==> src/hw/rtl/csv_record_field_parser_defines.svh <==
// ----------------------------------------------------------------------------
// csv_record_field_parser_defines.svh
// Assertion macros used by the parser RTL.
// ----------------------------------------------------------------------------
`ifndef CSV_RECORD_FIELD_PARSER_DEFINES_SVH
`define CSV_RECORD_FIELD_PARSER_DEFINES_SVH

// clocked check, switched off while reset is high
`define CSVP_ASSERT(lbl, clk, rst, prop, msg) \
   lbl: assert property (@(posedge clk) disable iff (rst) prop) else $error(msg);

// clocked check that also holds during reset
`define CSVP_ASSERT_ALWAYS(lbl, clk, prop, msg) \
   lbl: assert property (@(posedge clk) prop) else $error(msg);

`endif

==> src/hw/rtl/csvp_pkg.sv <==
// ----------------------------------------------------------------------------
// csvp_pkg
// Types and constants of the CSV record field parser.
// ----------------------------------------------------------------------------
package csvp_pkg;

   // result kinds
   localparam logic [1:0] KIND_DATA    = 2'd0;
   localparam logic [1:0] KIND_FIELD   = 2'd1;
   localparam logic [1:0] KIND_REC_OK  = 2'd2;
   localparam logic [1:0] KIND_REC_ERR = 2'd3;

   // character codes
   localparam logic [7:0] CH_QUOTE  = 8'h22;
   localparam logic [7:0] CH_COMMA  = 8'h2C;
   localparam logic [7:0] CH_BSLASH = 8'h5C;
   localparam logic [7:0] CH_CR     = 8'h0D;
   localparam logic [7:0] CH_LF     = 8'h0A;
   localparam logic [7:0] CH_R      = 8'h72;
   localparam logic [7:0] CH_N      = 8'h6E;

   // output queue
   localparam int OUTQ_DEPTH = 4;
   localparam int OUTQ_AW    = $clog2(OUTQ_DEPTH);
   localparam int OUTQ_LW    = $clog2(OUTQ_DEPTH + 1);

   typedef struct packed {
      logic [1:0] kind;
      logic [7:0] data_byte;
      logic [7:0] column;
      logic       last;
   } rsp_item_type;

   // what one parsed byte hands to the output queue
   typedef struct packed {
      logic [1:0]   count;
      rsp_item_type item0;
      rsp_item_type item1;
   } step_type;

   typedef struct packed {
      logic               room;   // space for two more words
      logic [OUTQ_LW-1:0] level;
   } outq_status_type;

endpackage

==> src/hw/rtl/csvp_channels.sv <==
// ----------------------------------------------------------------------------
// csvp channels
// Valid/ready channel interfaces for input bytes, results and the register.
// ----------------------------------------------------------------------------
interface csvp_req_if import csvp_pkg::*; ();
   logic       valid;
   logic       ready;
   logic [7:0] in_byte;

   modport source (output valid, output in_byte, input ready);
   modport sink   (input valid, input in_byte, output ready);
endinterface

interface csvp_rsp_if import csvp_pkg::*; ();
   logic       valid;
   logic       ready;
   logic [1:0] kind;
   logic [7:0] data_byte;
   logic [7:0] column;
   logic       last;

   modport source (output valid, output kind, output data_byte, output column,
                   output last, input ready);
   modport sink   (input valid, input kind, input data_byte, input column,
                   input last, output ready);
endinterface

interface csvp_csr_if import csvp_pkg::*; ();
   logic       valid;
   logic       ready;
   logic [7:0] fields_per_record;

   modport source (output valid, output fields_per_record, input ready);
   modport sink   (input valid, input fields_per_record, output ready);
endinterface

==> src/hw/rtl/csv_record_field_parser.sv <==
// ----------------------------------------------------------------------------
// csv_record_field_parser
// Splits a CSV byte stream into field data words, field ends and record ends.
// ----------------------------------------------------------------------------
//
//   channel  | dir | payload                              | word
//   ---------+-----+--------------------------------------+-------------------
//   req_ch   | in  | in_byte[7:0]                         | one text byte
//   rsp_ch   | out | kind[1:0] data_byte column[7:0] last | one parse result
//   csr_ch   | in  | fields_per_record[7:0]               | register write
//
// - One byte accepted per cycle while the queue has room; a byte is parsed
//   while it sits in the input register and its words enter the result queue.
// - Sustained output is one word per cycle from the single queue read port
//   while rsp_ch is ready, so bytes that give two words (unknown escape, held
//   quote plus data) slow the input side only while the queue is near full.
// - reset is synchronous, active high; fields_per_record returns to 1.
// - A stalled rsp_ch stops parsing once the four-word queue holds three or
//   more words; the input register then keeps its byte and req_ch.ready drops.
// - csr_ch is always ready; write it only while the parser is idle.
//
`include "csv_record_field_parser_defines.svh"

module csv_record_field_parser import csvp_pkg::*; (
   input logic      clock,
   input logic      reset,
   csvp_req_if.sink   req_ch,
   csvp_rsp_if.source rsp_ch,
   csvp_csr_if.sink   csr_ch
);

   // input register
   logic       in_vld_ff, in_vld_in;
   logic [7:0] in_byte_ff;
   logic       req_take;
   logic       consume;

   // configuration
   logic [7:0] fpr_ff;

   step_type        step;
   rsp_item_type    head;
   logic            head_valid;
   logic            pop;
   outq_status_type q_status;

   // csr channel: a single register, always writable
   assign csr_ch.ready = 1'b1;

   always_ff @(posedge clock) begin
      if (reset) begin
         fpr_ff <= 8'd1;
      end else if (csr_ch.valid) begin
         fpr_ff <= csr_ch.fields_per_record;
      end
   end

   // a byte moves on once the queue can hold everything it may produce
   assign consume      = in_vld_ff && q_status.room;
   assign req_ch.ready = !in_vld_ff || consume;
   assign req_take     = req_ch.valid && req_ch.ready;
   assign in_vld_in    = req_take || (in_vld_ff && !consume);

   always_ff @(posedge clock) begin
      if (reset) begin
         in_vld_ff <= 1'b0;
      end else begin
         in_vld_ff <= in_vld_in;
      end
   end

   always_ff @(posedge clock) begin
      if (req_take) begin
         in_byte_ff <= req_ch.in_byte;
      end
   end

   csvp_core u_core (
      .clock             (clock),
      .reset             (reset),
      .step_en           (consume),
      .in_byte           (in_byte_ff),
      .fields_per_record (fpr_ff),
      .step              (step)
   );

   csvp_outq u_outq (
      .clock      (clock),
      .reset      (reset),
      .push       (step),
      .pop        (pop),
      .head       (head),
      .head_valid (head_valid),
      .status     (q_status)
   );

   // result channel straight from the queue head
   assign pop              = head_valid && rsp_ch.ready;
   assign rsp_ch.valid     = head_valid;
   assign rsp_ch.kind      = head.kind;
   assign rsp_ch.data_byte = head.data_byte;
   assign rsp_ch.column    = head.column;
   assign rsp_ch.last      = head.last;

   // ---- checks ----
   `CSVP_ASSERT(a_q_level, clock, reset, q_status.level <= OUTQ_LW'(OUTQ_DEPTH), "queue overflow")
   `CSVP_ASSERT(a_in_hold, clock, reset, in_vld_ff && !consume |=> in_vld_ff && $stable(in_byte_ff), "held byte lost")
   `CSVP_ASSERT(a_pair_data, clock, reset, step.count == 2'd2 |-> step.item0.kind == KIND_DATA && step.item1.kind == KIND_DATA, "two words must both be data")
   `CSVP_ASSERT(a_nodata_zero, clock, reset, rsp_ch.valid && rsp_ch.kind != KIND_DATA |-> rsp_ch.data_byte == 8'd0, "non-data word carries data")

endmodule

==> src/hw/rtl/csvp_core.sv <==
// ----------------------------------------------------------------------------
// csvp_core
// Parse state and per-byte decode; yields up to two result words a byte.
// ----------------------------------------------------------------------------
module csvp_core import csvp_pkg::*; (
   input  logic       clock,
   input  logic       reset,
   input  logic       step_en,
   input  logic [7:0] in_byte,
   input  logic [7:0] fields_per_record,
   output step_type   step
);

   localparam logic [1:0] MODE_START  = 2'd0;
   localparam logic [1:0] MODE_PLAIN  = 2'd1;
   localparam logic [1:0] MODE_QUOTED = 2'd2;
   localparam logic [1:0] MODE_SKIP   = 2'd3;

   logic [1:0] mode_ff, mode_in;
   logic       qp_ff, qp_in;     // quote seen inside quoted field
   logic       ep_ff, ep_in;     // backslash seen inside quoted field
   logic       cr_ff, cr_in;     // previous line ended with CR
   logic [7:0] col_ff, col_in;

   logic [7:0]   need;
   logic [8:0]   col_inc;
   logic         last_col;
   logic         eol;
   logic         do_comma;
   logic         rec_err;
   logic [1:0]   n;
   rsp_item_type a0, a1;

   function automatic rsp_item_type mk(input logic [1:0] kind, input logic [7:0] data,
                                       input logic [7:0] col);
      rsp_item_type it;
      it.kind      = kind;
      it.data_byte = data;
      it.column    = col;
      it.last      = 1'b0;
      return it;
   endfunction

   assign need     = (fields_per_record == 8'd0) ? 8'd1 : fields_per_record;
   assign col_inc  = {1'b0, col_ff} + 9'd1;
   assign last_col = (col_inc >= {1'b0, need});
   assign eol      = (in_byte == CH_CR) || (in_byte == CH_LF);
   assign rec_err  = (mode_ff != MODE_SKIP) &&
                     ((mode_ff == MODE_START) || ((mode_ff == MODE_QUOTED) && !qp_ff) ||
                      !last_col);

   always_comb begin
      mode_in  = mode_ff;
      qp_in    = qp_ff;
      ep_in    = ep_ff;
      cr_in    = 1'b0;
      col_in   = col_ff;
      do_comma = 1'b0;
      n        = 2'd0;
      a0       = mk(KIND_DATA, 8'd0, col_ff);
      a1       = mk(KIND_DATA, 8'd0, col_ff);

      if (cr_ff && (in_byte == CH_LF)) begin
         // LF of a CR LF pair: dropped
      end else if (eol) begin
         a0     = mk(rec_err ? KIND_REC_ERR : KIND_REC_OK, 8'd0, col_ff);
         n      = 2'd1;
         mode_in = MODE_START;
         qp_in  = 1'b0;
         ep_in  = 1'b0;
         col_in = 8'd0;
         cr_in  = (in_byte == CH_CR);
      end else begin
         case (mode_ff)
            MODE_SKIP: begin
            end
            MODE_START: begin
               if (in_byte == CH_QUOTE) begin
                  mode_in = MODE_QUOTED;
               end else if (in_byte == CH_COMMA) begin
                  do_comma = 1'b1;
               end else begin
                  mode_in = MODE_PLAIN;
                  a0      = mk(KIND_DATA, in_byte, col_ff);
                  n       = 2'd1;
               end
            end
            MODE_PLAIN: begin
               if (in_byte == CH_COMMA) begin
                  do_comma = 1'b1;
               end else begin
                  a0 = mk(KIND_DATA, in_byte, col_ff);
                  n  = 2'd1;
               end
            end
            MODE_QUOTED: begin
               if (ep_ff) begin
                  ep_in = 1'b0;
                  n     = 2'd1;
                  if (in_byte == CH_R) begin
                     a0 = mk(KIND_DATA, CH_CR, col_ff);
                  end else if (in_byte == CH_N) begin
                     a0 = mk(KIND_DATA, CH_LF, col_ff);
                  end else if ((in_byte == CH_BSLASH) || (in_byte == CH_QUOTE)) begin
                     a0 = mk(KIND_DATA, in_byte, col_ff);
                  end else begin
                     // unknown escape keeps its backslash
                     a0 = mk(KIND_DATA, CH_BSLASH, col_ff);
                     a1 = mk(KIND_DATA, in_byte, col_ff);
                     n  = 2'd2;
                  end
               end else if (qp_ff) begin
                  if (in_byte == CH_COMMA) begin
                     do_comma = 1'b1;
                  end else begin
                     // the held quote was data after all
                     qp_in = 1'b0;
                     a0    = mk(KIND_DATA, CH_QUOTE, col_ff);
                     n     = 2'd1;
                     if (in_byte == CH_QUOTE) begin
                        qp_in = 1'b1;
                     end else if (in_byte == CH_BSLASH) begin
                        ep_in = 1'b1;
                     end else begin
                        a1 = mk(KIND_DATA, in_byte, col_ff);
                        n  = 2'd2;
                     end
                  end
               end else begin
                  if (in_byte == CH_QUOTE) begin
                     qp_in = 1'b1;
                  end else if (in_byte == CH_BSLASH) begin
                     ep_in = 1'b1;
                  end else begin
                     a0 = mk(KIND_DATA, in_byte, col_ff);
                     n  = 2'd1;
                  end
               end
            end
            default: begin
            end
         endcase

         if (do_comma) begin
            a0    = mk(KIND_FIELD, 8'd0, col_ff);
            n     = 2'd1;
            qp_in = 1'b0;
            ep_in = 1'b0;
            if (last_col) begin
               mode_in = MODE_SKIP;
            end else begin
               col_in  = col_inc[7:0];
               mode_in = MODE_START;
            end
         end
      end
   end

   always_comb begin
      step.count      = step_en ? n : 2'd0;
      step.item0      = a0;
      step.item0.last = (n == 2'd1);
      step.item1      = a1;
      step.item1.last = 1'b1;
   end

   always_ff @(posedge clock) begin
      if (reset) begin
         mode_ff <= MODE_START;
         qp_ff   <= 1'b0;
         ep_ff   <= 1'b0;
         cr_ff   <= 1'b0;
         col_ff  <= 8'd0;
      end else if (step_en) begin
         mode_ff <= mode_in;
         qp_ff   <= qp_in;
         ep_ff   <= ep_in;
         cr_ff   <= cr_in;
         col_ff  <= col_in;
      end
   end

endmodule

==> src/hw/rtl/csvp_outq.sv <==
// ----------------------------------------------------------------------------
// csvp_outq
// Small result queue: takes up to two words a cycle, gives one.
// ----------------------------------------------------------------------------
module csvp_outq import csvp_pkg::*; (
   input  logic            clock,
   input  logic            reset,
   input  step_type        push,
   input  logic            pop,
   output rsp_item_type    head,
   output logic            head_valid,
   output outq_status_type status
);

   rsp_item_type       mem_ff [OUTQ_DEPTH];
   logic [OUTQ_AW-1:0] wr_ptr_ff, wr_ptr_in, wr_ptr_nx;
   logic [OUTQ_AW-1:0] rd_ptr_ff, rd_ptr_in;
   logic [OUTQ_LW-1:0] level_ff, level_in;

   assign wr_ptr_nx  = wr_ptr_ff + OUTQ_AW'(1);
   assign wr_ptr_in  = wr_ptr_ff + OUTQ_AW'(push.count);
   assign rd_ptr_in  = rd_ptr_ff + OUTQ_AW'(pop);
   assign level_in   = level_ff + OUTQ_LW'(push.count) - OUTQ_LW'(pop);

   assign head       = mem_ff[rd_ptr_ff];
   assign head_valid = (level_ff != '0);

   assign status.level = level_ff;
   assign status.room  = (level_ff <= OUTQ_LW'(OUTQ_DEPTH - 2));

   always_ff @(posedge clock) begin
      if (push.count != 2'd0) begin
         mem_ff[wr_ptr_ff] <= push.item0;
      end
      if (push.count == 2'd2) begin
         mem_ff[wr_ptr_nx] <= push.item1;
      end
   end

   always_ff @(posedge clock) begin
      if (reset) begin
         wr_ptr_ff <= '0;
         rd_ptr_ff <= '0;
         level_ff  <= '0;
      end else begin
         wr_ptr_ff <= wr_ptr_in;
         rd_ptr_ff <= rd_ptr_in;
         level_ff  <= level_in;
      end
   end

endmodule
==> src/flat_wrapper.sv <==
// flat-port wrapper written by rule: the top's interface ports become plain ports
module csv_record_field_parser_flat import csvp_pkg::*;
  (clock, reset, req_ch_valid, req_ch_in_byte, req_ch_ready, rsp_ch_valid, rsp_ch_kind, rsp_ch_data_byte, rsp_ch_column, rsp_ch_last, rsp_ch_ready, csr_ch_valid, csr_ch_fields_per_record, csr_ch_ready);
  csvp_req_if req_ch_i ();
  csvp_rsp_if rsp_ch_i ();
  csvp_csr_if csr_ch_i ();
  input logic clock;
  input logic reset;
  input wire logic [$bits(req_ch_i.valid)-1:0] req_ch_valid;
  input wire logic [$bits(req_ch_i.in_byte)-1:0] req_ch_in_byte;
  output wire logic [$bits(req_ch_i.ready)-1:0] req_ch_ready;
  output wire logic [$bits(rsp_ch_i.valid)-1:0] rsp_ch_valid;
  output wire logic [$bits(rsp_ch_i.kind)-1:0] rsp_ch_kind;
  output wire logic [$bits(rsp_ch_i.data_byte)-1:0] rsp_ch_data_byte;
  output wire logic [$bits(rsp_ch_i.column)-1:0] rsp_ch_column;
  output wire logic [$bits(rsp_ch_i.last)-1:0] rsp_ch_last;
  input wire logic [$bits(rsp_ch_i.ready)-1:0] rsp_ch_ready;
  input wire logic [$bits(csr_ch_i.valid)-1:0] csr_ch_valid;
  input wire logic [$bits(csr_ch_i.fields_per_record)-1:0] csr_ch_fields_per_record;
  output wire logic [$bits(csr_ch_i.ready)-1:0] csr_ch_ready;
  assign req_ch_i.valid = req_ch_valid;
  assign req_ch_i.in_byte = req_ch_in_byte;
  assign req_ch_ready = req_ch_i.ready;
  assign rsp_ch_valid = rsp_ch_i.valid;
  assign rsp_ch_kind = rsp_ch_i.kind;
  assign rsp_ch_data_byte = rsp_ch_i.data_byte;
  assign rsp_ch_column = rsp_ch_i.column;
  assign rsp_ch_last = rsp_ch_i.last;
  assign rsp_ch_i.ready = rsp_ch_ready;
  assign csr_ch_i.valid = csr_ch_valid;
  assign csr_ch_i.fields_per_record = csr_ch_fields_per_record;
  assign csr_ch_ready = csr_ch_i.ready;
  csv_record_field_parser u_core (.clock(clock), .reset(reset), .req_ch(req_ch_i), .rsp_ch(rsp_ch_i), .csr_ch(csr_ch_i));
endmodule
==> config.mk <==
export PLATFORM = sky130hd
export DESIGN_NAME = csv_record_field_parser_flat
export DESIGN_NICKNAME = d
export VERILOG_FILES = /design/src/hw/rtl/csvp_pkg.sv /design/src/hw/rtl/csvp_channels.sv /design/src/hw/rtl/csv_record_field_parser.sv /design/src/hw/rtl/csvp_core.sv /design/src/hw/rtl/csvp_outq.sv /design/src/flat_wrapper.sv
export VERILOG_INCLUDE_DIRS = /design/src /design/src/hw/rtl
export SDC_FILE = /design/constraint.sdc
export NUM_CORES = 1
export LEC_CHECK = 0
export ABC_CLOCK_PERIOD_IN_PS = 4660
export BUFFER_PORTS_ARGS = -buffer_cell sky130_fd_sc_hd__buf_2
export CORE_ASPECT_RATIO = 0.8
export CORE_MARGIN = 2
export CORE_UTILIZATION = 50
export DETAILED_ROUTE_END_ITERATION = 7
export PLACE_DENSITY = 0.68
export REMOVE_ABC_BUFFERS = 1
export SLEW_MARGIN = 20
export SYNTH_ARGS = -nofsm -noshare
export SYNTH_HDL_FRONTEND = slang
export SYNTH_SLANG_ARGS = --single-unit
==> constraint.sdc <==
create_clock -name clock -period 4.66 [get_ports clock]
set_input_delay 0.699 -clock clock [delete_from_list [all_inputs] [get_ports clock]]
set_output_delay 0.699 -clock clock [all_outputs]
set_load 0.005 [all_outputs]
==> results.env <==
NUMPLACEDINSTANCES=708
NETLIST_INSTANCES=544
MAPPEDNETLISTAREA_SQ_UM=6010
YOSYS_MOST_USED_DFF='sky130_fd_sc_hd__edfxtp_1'
CRITICAL_PATH.STARTPOINT_TYPE='flop'
PIN_COUNT=43
DETAIL_ROUTE.ITER0.VIOLATIONS=454
WORST_R2R_PATH_DEPTH=14
FINAL_SLEW_VIOL_COUNT=0
TRITONCTS_CLOCK_TREE='done'
FINAL-HOLD-VIOLATION-COUNT=0
CRITICAL_PATH_CLASS='reg2reg'
UNREPAIRED_SETUP_ENDPOINTS_AFTER_GLOBAL_ROUTING='false'
SUMMED_AREA_OF_NON_FILLER_CELLS_IN_THE_FINAL_LAYOUT_SQ_UM=6880
DIE_H_UM=102
SYNTH-SEQ-AREA-SHARE=0.496
CTSHOLDBUFFERS=0
INSERTEDDIODECOUNT=0
WORST_MARGIN_PIN_SLEW_NS=1.11
DP_HPWL_UM=10400
RUN_STATUS='completed'
GRT_MAX_DEGREE=31
CRITPATHCAPTURETYPE='flop'
WORSTPATHMAXFANOUT=18
MIN_DELAY_WORST_ENDPOINT='u_core.in_byte_ff[2]'
YOSYS_WARNINGS=0
POWER_PER_CELL_AREA_nW_PER_UM2=429
START_UTIL=0.518
AREA_GROWTH_PCT=14.3
FINALWORSTPATHREQUIREDPERIOD_NS=3.93
GR-USAGE-ALL-LAYERS=0.240
FIN_SETUP_TNS_NS=0
AREA_OF_THE_CORE_SQ_UM=11600
WORST_R2R_ENDPOINT='u_core.u_outq.level_ff[2]'
SYNTH.LIB_CELLS_USED.DISTINCT=66
TIMING.CRITICAL_PATH.REQUIRED_NS=4.94
DETAIL_ROUTE.FIRST_PASS.ITERATIONS=5
P_SW_uW=780
CTS_HTREE_LEVELS=4
SW_FRAC_OF_TOTAL=0.264
CTS_INSERTED_BUFFERS=17
NUMBER_OF_SYNTHESIZED_FLOPS_WITH_AN_ENABLE_PIN=72
SYNTH_LARGEST_TYPE_AREA_FRACTION=0.359
SYN-MEAN-INSTANCE-AREA_SQ_UM=11.1
MINIMUM_SETUP_SLACK_AMONG_REG_TO_REG_PATHS_NS=0.73
OVERFLOW=0
POWER.SHARE.CLOCK=0.428
SYNTH_TOP_CELLS_BY_COUNT='sky130_fd_sc_hd__edfxtp_1, sky130_fd_sc_hd__dfxtp_1, sky130_fd_sc_hd__nor2_1'
WORST_CLOCK_SKEW_NS=0.00882
GRT_PASS1_VIAS=4420
DIE_X_UM=127
FINAL_ANTENNA_NET_COUNT=0
CLK_ROOT_BUFFER_CELL='sky130_fd_sc_hd__clkbuf_16'
ROW_COUNT=35
MAXCAPVIOLCOUNT=0
GRT_FIRST_PASS_WIRELENGTH_UM=23700
CLK-INSERTION-DELAY-LATE_NS=0.41
HOLDPATHSTAGES=1
SETUP-VIOLATIONS-FINAL=0
ROUTED_WIRE_LENGTH_PER_INSTANCE_UM=19.7
CLOCK_PATH_BUFFERS=2
FINALNETCOUNT=615
REMAINING_DRC_ERRORS=0
HP-START='req_ch_in_byte[2]'
YS_FF_LATCH=113
HOLD_CLASS='in2reg'
SYNTH.AREA.TOP_CELLS='sky130_fd_sc_hd__edfxtp_1, sky130_fd_sc_hd__dfxtp_1, sky130_fd_sc_hd__mux4_2, sky130_fd_sc_hd__nor2b_1, sky130_fd_sc_hd__ha_1'
VDD_DROP_MAX_mV=0.236
DIEAREA_SQ_UM=12900
PORT_BUFFERS=41
FINALNONFILLERCELLS=740
INITIAL_ANTENNA_VIOLATION_COUNT=0
CTS_RESIZED=0
PART_OF_THE_CYCLE_THE_WORST_PATH_NEEDS=0.844
LAYOUT.FILLER_CELLS=948
POST_CTS_BUFFERS=0
SYNTH.MOST_COMMON_CELL='sky130_fd_sc_hd__edfxtp_1'
P_INT_uW=2170
TOTALWIRELENGTH_UM=14600
CELLLEAKAGEPOWER_uW=0.00251
WORST_SLEW_MARGIN_REL=0.259
WORST_EP_ARRIVAL_TIME_NS=4.22
VIAS=4572
DESIGN_POWER_TOTAL_uW=2950
CTS_SINK_COUNT=113
FMAX_MHz=254
POSTPLACECELLAREA_SQ_UM=6300
RELATIVE_CONTRIBUTION_OF_SEQUENTIAL_CELLS_TO_TOTAL_POWER=0.409
COMB_POWER_SHARE=0.162
SYNTH_TOP_AREA_CELL='sky130_fd_sc_hd__edfxtp_1'
POST_ROUTE_CELLS_DRIVE_ABOVE_1_SHARE=0.186
WORST_SETUP_HOLD_PATH_CLK_SLEW_NS=0.06
SYNTHARSTFLOPSHARE=0
REGTOREGSTARTPOINT='u_core.in_byte_ff[3]'
ROUTABILITYCONGESTION=0.943
ROUTED_VIA_DENSITY=6.18
## state kept, by name, summed over array words and instances (netlist names)
name	count
u_core.fpr_ff	8
u_core.in_byte_ff	8
u_core.in_vld_ff	1
u_core.u_core.col_ff	8
u_core.u_core.cr_ff	1
u_core.u_core.ep_ff	1
u_core.u_core.mode_ff	2
u_core.u_core.qp_ff	1
u_core.u_outq.level_ff	3
u_core.u_outq.mem_ff	76
u_core.u_outq.rd_ptr_ff	2
u_core.u_outq.wr_ptr_ff	2
## metal layers
metal | GRT usage | up-vias | wire, um | share of wire
li1 | - | 2131 | - | -
met3 | 0.0534 | 20 | 1030 | 0.071
met1 | 0.335 | 2216 | 6830 | 0.47
met2 | 0.382 | 205 | 6580 | 0.45
met5 | 0 | - | 0 | 0
met4 | 0.0685 | 0 | 168 | 0.011
## power by group through the flow
stage          Clock (uW)  Combinational (uW)  Sequential (uW)
2_1_floorplan           0                 300             1230
3_3_place_gp            0                 473             1220
3_5_place_dp            0                 482             1230
4_1_cts              1270                 487             1210
5_1_grt              1320                 532             1220
6_report             1260                 479             1210
## critical path: stages, from the launching register on
cell,delay (ns)
sky130_fd_sc_hd__edfxtp_1,0.65
sky130_fd_sc_hd__or4b_1,0.59
sky130_fd_sc_hd__o22ai_2,0.33
sky130_fd_sc_hd__nor4b_1,0.14
sky130_fd_sc_hd__a311oi_4,0.44
sky130_fd_sc_hd__a21o_1,0.24
sky130_fd_sc_hd__nand2_1,0.10
sky130_fd_sc_hd__ha_1,0.28
sky130_fd_sc_hd__inv_1,0.07
sky130_fd_sc_hd__ha_1,0.15
sky130_fd_sc_hd__inv_1,0.05
sky130_fd_sc_hd__fa_1,0.37
sky130_fd_sc_hd__xnor2_1,0.20
sky130_fd_sc_hd__xnor2_1,0.15
sky130_fd_sc_hd__nor2_1,0.05
## worst max path at each step
stage | from | to | cells after the start
final | u_core.in_byte_ff[3] | u_core.u_outq.level_ff[2] | 14
after global routing | u_core.in_byte_ff[2] | u_core.u_outq.level_ff[2] | 14
after CTS | u_core.in_byte_ff[2] | u_core.u_outq.level_ff[2] | 14
after detailed placement | u_core.in_byte_ff[3] | u_core.u_outq.level_ff[2] | 14
after global placement | u_core.in_byte_ff[3] | u_core.u_outq.level_ff[2] | 14
after floorplan | u_core.in_byte_ff[2] | u_core.u_outq.level_ff[2] | 14
## metrics by stage
step	hold slack [ns]	utilization	worst slack, ns
2_1_floorplan	0.421	-	1.05
3_3_place_gp	0.445	0.543	0.897
3_5_place_dp	0.454	0.543	0.779
4_1_cts	0.447	0.592	0.755
5_1_grt	0.442	0.592	0.516
6_report	0.456	0.592	0.727
## layout by cell type, fill, tap and decap left out, types with 17 or more instances in the layout
cell type	synthesis	final
sky130_fd_sc_hd__clkbuf_16	0	17
sky130_fd_sc_hd__and2_1	18	18
sky130_fd_sc_hd__o22ai_1	20	20
sky130_fd_sc_hd__mux4_2	19	19
sky130_fd_sc_hd__nor2b_1	32	32
sky130_fd_sc_hd__buf_2	5	41
sky130_fd_sc_hd__dfxtp_1	41	41
sky130_fd_sc_hd__nor2_1	40	40
sky130_fd_sc_hd__inv_1	21	21
sky130_fd_sc_hd__nand2_1	37	37
sky130_fd_sc_hd__edfxtp_1	72	72
sky130_fd_sc_hd__o21ai_0	25	25
sky130_fd_sc_hd__a21oi_1	17	17
## cells by family (layout without fill, tap and decap cells)
kind of cell	Yosys count	after routing	share of synthesized area
compound gates	124	124	0.148
xor+xnor	12	12	0.0187
fa+ha+maj	15	15	0.0325
buf+inv	57	105	0.0429
flops	113	113	0.496
mux	26	26	0.0828
other cells	1	1	0.000623
simple gates	196	196	0.178
## area by class of cell
type / instances / area, sq um / share of cell area
clock buffer: 19 / 433 / 0.0630
clock inverter: 13 / 138 / 0.0200
inverter: 22 / 82.6 / 0.0120
multi-input combinational: 374 / 2770 / 0.403
sequential: 113 / 2980 / 0.434
tap: 148 / 185 / 0.0269
timing repair buffer: 51 / 280 / 0.0408
(Power assumes the default switching activity.)
